--- src/pbb_pkg.sv ---
// Shared constants, register codes and command/result types for the page bitmap blit unit.
// No dependencies; the other files that use this package refer to it by scoped names.
package pbb_pkg;

  // Frame store geometry.
  localparam int MAX_COLUMNS = 128;
  localparam int MAX_PAGES   = 8;
  localparam int PAGE_BITS   = 8;
  localparam int STORE_DEPTH = MAX_COLUMNS * MAX_PAGES;
  localparam int ADDR_W      = $clog2(STORE_DEPTH);
  localparam int PAGE_IDX_W  = (MAX_PAGES > 1) ? $clog2(MAX_PAGES) : 1;
  localparam int SHIFT_W     = $clog2(PAGE_BITS);
  localparam int WIDTH_W     = $clog2(MAX_COLUMNS) + 1;
  localparam int PAGES_W     = $clog2(MAX_PAGES) + 1;
  localparam int PROD_W      = 2 * ADDR_W;

  // Configuration register indexes.
  localparam logic [1:0] CFG_SCREEN_WIDTH = 2'd0;
  localparam logic [1:0] CFG_SCREEN_PAGES = 2'd1;
  localparam logic [1:0] CFG_PLACE_X      = 2'd2;
  localparam logic [1:0] CFG_PLACE_Y      = 2'd3;

  // Request function codes.
  localparam logic FUNC_BLIT = 1'b0;
  localparam logic FUNC_READ = 1'b1;

  // Classified request handed from the front end to the back end.
  typedef struct packed {
    logic              is_read;
    logic              skip;
    logic              has_bot;
    logic [ADDR_W-1:0] top_addr;
    logic [ADDR_W-1:0] bot_addr;
    logic [7:0]        top_bits;
    logic [7:0]        bot_bits;
  } cmd_t;

  // One result item.
  typedef struct packed {
    logic [7:0] read_data;
    logic       skipped;
  } result_t;

  // Back end status seen by the front end.
  typedef struct packed {
    logic clearing;
  } back_status_t;

endpackage

--- src/pbb_front.sv ---
// Front end: configuration registers, request classification and a two-entry command queue.
// Depends on pbb_pkg.
module pbb_front (
  input  logic                 clk,
  input  logic                 rst,
  // Request side
  input  logic                 push,
  output logic                 full,
  input  logic                 func,
  input  logic [7:0]           pixel_byte,
  input  logic [7:0]           column_index,
  input  logic [7:0]           page_row,
  input  logic [9:0]           read_address,
  // Configuration
  input  logic                 cfg_valid,
  output logic                 cfg_ready,
  input  logic [1:0]           cfg_index,
  input  logic [7:0]           cfg_data,
  // Command queue to the back end
  output logic                 cmd_valid,
  output pbb_pkg::cmd_t        cmd,
  input  logic                 cmd_take,
  input  pbb_pkg::back_status_t back_status
);

  logic [7:0] screen_width;
  logic [3:0] screen_pages;
  logic [7:0] place_x;
  logic [7:0] place_y;

  logic [pbb_pkg::WIDTH_W-1:0]    w_eff;
  logic [pbb_pkg::PAGES_W-1:0]    p_eff;
  logic [7:0]                     x;
  logic [pbb_pkg::SHIFT_W-1:0]    s;
  logic [8:0]                     top_page;
  logic [8:0]                     bot_page;
  logic [pbb_pkg::PROD_W-1:0]     top_sum;
  logic [2*pbb_pkg::PAGE_BITS-1:0] shifted;
  pbb_pkg::cmd_t                  new_cmd;

  pbb_pkg::cmd_t q_mem [2];
  logic          wr_ptr;
  logic          rd_ptr;
  logic [1:0]    count;
  logic          accept;

  assign cfg_ready = 1'b1;

  // Configuration register writes.
  always_ff @(posedge clk) begin
    if (rst) begin
      screen_width <= 8'd128;
      screen_pages <= 4'd8;
      place_x      <= 8'd0;
      place_y      <= 8'd0;
    end else if (cfg_valid && cfg_ready) begin
      unique case (cfg_index)
        pbb_pkg::CFG_SCREEN_WIDTH: screen_width <= cfg_data;
        pbb_pkg::CFG_SCREEN_PAGES: screen_pages <= cfg_data[3:0];
        pbb_pkg::CFG_PLACE_X:      place_x      <= cfg_data;
        pbb_pkg::CFG_PLACE_Y:      place_y      <= cfg_data;
        default: ;
      endcase
    end
  end

  // Effective geometry saturates at the store size.
  always_comb begin
    if ({1'b0, screen_width} > 9'(pbb_pkg::MAX_COLUMNS)) begin
      w_eff = pbb_pkg::WIDTH_W'(pbb_pkg::MAX_COLUMNS);
    end else begin
      w_eff = pbb_pkg::WIDTH_W'(screen_width);
    end
    if ({1'b0, screen_pages} > 5'(pbb_pkg::MAX_PAGES)) begin
      p_eff = pbb_pkg::PAGES_W'(pbb_pkg::MAX_PAGES);
    end else begin
      p_eff = pbb_pkg::PAGES_W'(screen_pages);
    end
  end

  // Classify the request: screen column, page pair, bit shift and range check.
  always_comb begin
    x        = place_x + column_index;
    s        = place_y[pbb_pkg::SHIFT_W-1:0];
    top_page = {1'b0, page_row} + 9'(place_y >> pbb_pkg::SHIFT_W);
    bot_page = {1'b0, page_row}
             + 9'((9'(place_y) + 9'(pbb_pkg::PAGE_BITS - 1)) >> pbb_pkg::SHIFT_W);
    top_sum  = pbb_pkg::PROD_W'(top_page[pbb_pkg::PAGE_IDX_W-1:0]) * pbb_pkg::PROD_W'(w_eff)
             + pbb_pkg::PROD_W'(x);
    shifted  = (2*pbb_pkg::PAGE_BITS)'(pixel_byte) << s;

    new_cmd.is_read  = (func == pbb_pkg::FUNC_READ);
    new_cmd.skip     = (func == pbb_pkg::FUNC_BLIT)
                     && ((9'(x) >= 9'(w_eff)) || (bot_page >= 9'(p_eff)));
    new_cmd.has_bot  = (s != '0);
    new_cmd.top_addr = (func == pbb_pkg::FUNC_READ) ? read_address
                                                   : top_sum[pbb_pkg::ADDR_W-1:0];
    new_cmd.bot_addr = pbb_pkg::ADDR_W'(top_sum + pbb_pkg::PROD_W'(w_eff));
    new_cmd.top_bits = shifted[pbb_pkg::PAGE_BITS-1:0];
    new_cmd.bot_bits = shifted[2*pbb_pkg::PAGE_BITS-1:pbb_pkg::PAGE_BITS];
  end

  // No request is taken while the back end clears the store.
  assign full   = (count == 2'd2) || back_status.clearing;
  assign accept = push && !full;

  // Two-entry command queue.
  always_ff @(posedge clk) begin
    if (rst) begin
      wr_ptr <= 1'b0;
      rd_ptr <= 1'b0;
      count  <= 2'd0;
    end else begin
      if (accept) begin
        wr_ptr <= ~wr_ptr;
      end
      if (cmd_take) begin
        rd_ptr <= ~rd_ptr;
      end
      count <= count + 2'(accept) - 2'(cmd_take);
    end
  end

  always_ff @(posedge clk) begin
    if (accept) begin
      q_mem[wr_ptr] <= new_cmd;
    end
  end

  assign cmd_valid = (count != 2'd0);
  assign cmd       = q_mem[rd_ptr];

endmodule

--- config.mk ---
export PLATFORM = sky130hd
export DESIGN_NAME = pbb_front
export DESIGN_NICKNAME = d
export VERILOG_FILES = /design/src/pbb_pkg.sv /design/src/pbb_front.sv
export SDC_FILE = /design/constraint.sdc
export NUM_CORES = 1
export LEC_CHECK = 0
export BUFFER_PORTS_ARGS = -buffer_cell sky130_fd_sc_hd__buf_2
export CAP_MARGIN = 10
export CORE_MARGIN = 2
export CORE_UTILIZATION = 25
export DETAILED_ROUTE_END_ITERATION = 16
export PLACE_DENSITY = 0.46
export RECOVER_POWER = 50
export SETUP_SLACK_MARGIN = 0.05
export SYNTH_ARGS = -nofsm -noshare
export SYNTH_HDL_FRONTEND = slang
export SYNTH_SLANG_ARGS = --single-unit
--- constraint.sdc ---
create_clock -name clk -period 5.55 [get_ports clk]
set_clock_uncertainty 0.1 [all_clocks]
set_input_delay 0.2775 -clock clk [delete_from_list [all_inputs] [get_ports clk]]
set_output_delay 0.2775 -clock clk [all_outputs]
set_load 0.03 [all_outputs]
==> results.ini <==
[timing]
holdWs_ns = 0.0947
rsz0062_at_grt = no
maxSlewViolCount = 112
setup_viol = 0
slew_headroom_pct = -60.4
worst_pin_slew_ns = 2.41
period_minus_slack_ns = 5.08
tns_ns = 0
max_freq_ghz = 0.197
setup_ws_ns = 0.474
hold_viol_final = 0
min_period_over_period_pct = 91.5

[layout]
final_cells = 1017
antenna_cells = 0
drive_gt1_share_pct = 22.9
syn2layout_area_growth_pct = 17.2
layout.nets = 794

[route]
wire_per_inst_um = 14.2
routed_wl_mm = 14.4
firstDrtPassIters = 4
drt-vias-per-instance = 4.21
drtAntennaViolNets = 0
drtIter0Drc = 184
dr_total_vias = 4286
drc = 0

[synthesis]
synth_ff_type = edfxtp_1
synthArstFlopShare_pct = 0
synth_commonest_cells = 76 x edfxtp_1, 65 x nor2_1, 62 x inv_1, 49 x ha_1, 48 x mux2_2
syn_area_per_cell_um2 = 11.1
ys_seq_area_share_pct = 44.9
synth_cell_types = 48
yosysWarnings = 0
synth_edf_count = 76
synth_top_area_share_pct = 34.8
yosysTopAreaCell = edfxtp_1
yosysMostFrequentCell = edfxtp_1
netlist_area_um2 = 6550
synth_fp_nets = 709
ys_ff_latch = 109
netlist_instances = 592
synth.area.top_cells = edfxtp_1 35%, dfxtp_1 10%, ha_1 9.4%

[clock_network]
cts_made_buffers = 9
path_clk_slew_ns = 0.08
clk-insertion-delay-late_ns = 0.35
cts.sinks = 109
cts_tree = yes
htree_levels = 3
cts_root_buf = clkbuf_16
clockBufferDepth = 2

[floorplan]
coreArea_um2 = 25900
rows = 59
start_util_pct = 25.3
die_h_um = 166
die_w_um = 166
die-area_um2 = 27500
io_pins = 93

[flow_run]
maxCapViolCount = 3

[hold_path]
min-delay-path-class = in2reg
hp-start = cfg_data[7]

[critical_path]
cp-startpoint = place_y[3]
worstSetupStartpointType = register
path_class = reg2reg
cp_max_fo = 5
rr_startpoint = place_y[3]
cp.required_ns = 5.54
crit_path_end_kind = register
critical_path_arrival_ns = 5.07

[outcome]
outcome = complete, but fails checks
violations = capacitance limit, slew limit

[power_and_ir_drop]
ir_worst_vdd_uv = 107
power_density_nw_per_um2 = 270
p_leak_nw = 3.21

[grt]
antenna_found_initial = 0
grt_overflow = 0
grt_use_total_pct = 10.6
grt_max_degree = 39
grt_pass1_wl_mm = 22.6
grt_pass1_vias = 4209

[placement]
dpl.cell_count = 1001
dpl.hpwl_mm = 10.8
place_congestion = 0.809
place_ws_ns = 0.349
port_buffers = 90

==> metrics by stage <==
step / power (mW) / area (um^2) / util [%]
2_1_floorplan: 1.30 / 6550 / -
3_3_place_gp: 1.44 / 7370 / 28.4
3_5_place_dp: 1.44 / 7370 / 28.4
4_1_cts: 2.10 / 7670 / 29.6
5_1_grt: 2.18 / 7680 / 29.6
6_report: 2.07 / 7680 / 29.6
==> flip-flops by register name (all words and copies together), names as in the netlist, named ones only <==
register / flops
count: 2
place_x: 8
place_y: 8
q_mem: 76
rd_ptr: 1
screen_pages: 4
screen_width: 8
wr_ptr: 1
==> critical path, cell delays in order, from the launching register on <==
cell and delay (ns):
dfxtp_1 0.35, ha_1 0.21, fa_1 0.37, xor2_1 0.17, xnor2_2 0.29, nor2_1 0.12
fa_1 0.54, inv_1 0.05, fa_1 0.53, inv_1 0.04, ha_1 0.33, nor2b_1 0.15
o21ai_1 0.14, nor2b_1 0.17, xnor2_1 0.16, ha_1 0.29, o21a_1 0.12, a211o_1 0.31
a21oi_1 0.16, nor3_1 0.07, xnor2_1 0.13
==> repair_timing <==
item / in CTS / in global routing
buffers inserted: 0 / 0
endpoints found under the hold margin: 0 / 0
gates resized for setup: 0 / 4
endpoints found under the setup margin: 0 / 4
hold buffers: 0 / 0
==> cells by family (layout without fill, tap and decap cells) <==
logic type               after synthesis  in the layout  share of synthesized area (%)
buffers and inverters                 81            171                           4.83
AND/OR/NAND/NOR                      152            152                           11.0
XOR/XNOR                              35             35                           4.79
adder cells (fa/ha/maj)               66             66                           14.6
multiplexers                          81             81                           13.3
AO/OA/AOI/OAI                         66             66                           6.47
flip-flops                           109            109                           44.9
other                                  2              2                          0.115
==> final cells by class <==
type / instances / area (um^2)
clock inverters: 7 / 73.8
flip-flops and latches: 109 / 2940
multi-input cells: 402 / 3320
clock buffers: 9 / 225
inverters: 62 / 233
repair buffers: 93 / 464
well taps: 335 / 419
fillers: 2686 / 18200
==> worst paths after layout <==
path	endpoint	slack [ns]	cells past startpoint
hold reg to reg	screen_width[4]	0.39	2
setup reg to reg	q_mem[1][25]	0.47	20
setup / recovery	q_mem[1][25]	0.47	20
hold / removal	screen_width[7]	0.09	2
==> where the power goes <==
part	internal (mW)	switching (mW)
Sequential	0.937	0.0303
Clock	0.352	0.308
Combinational	0.178	0.267
==> routing by layer <==
layer  GRT usage, %  up-vias  part of all wire, %
met2           15.9       75                   43
met4           3.33        0                  1.3
met5              0        -                    0
met1           15.2     2007                   52
li1               -     2196                    -
met3           2.10        8                  3.3
==> layout by cell type, fill, tap and decap left out, types with 11 or more instances in the layout <==
| master | instances |
|---|---|
| dfxtp_1 | 32 |
| inv_1 | 62 |
| edfxtp_1 | 76 |
| xor2_1 | 11 |
| and2_1 | 14 |
| nor2b_1 | 18 |
| fa_1 | 17 |
| o21ai_0 | 18 |
| buf_2 | 86 |
| xnor2_1 | 22 |
| nor2_1 | 63 |
| ha_1 | 48 |
| nand2_1 | 23 |
| mux2i_1 | 33 |
| mux2_2 | 44 |
| a21oi_1 | 15 |
Note: power is estimated with default switching activity, not from simulation.
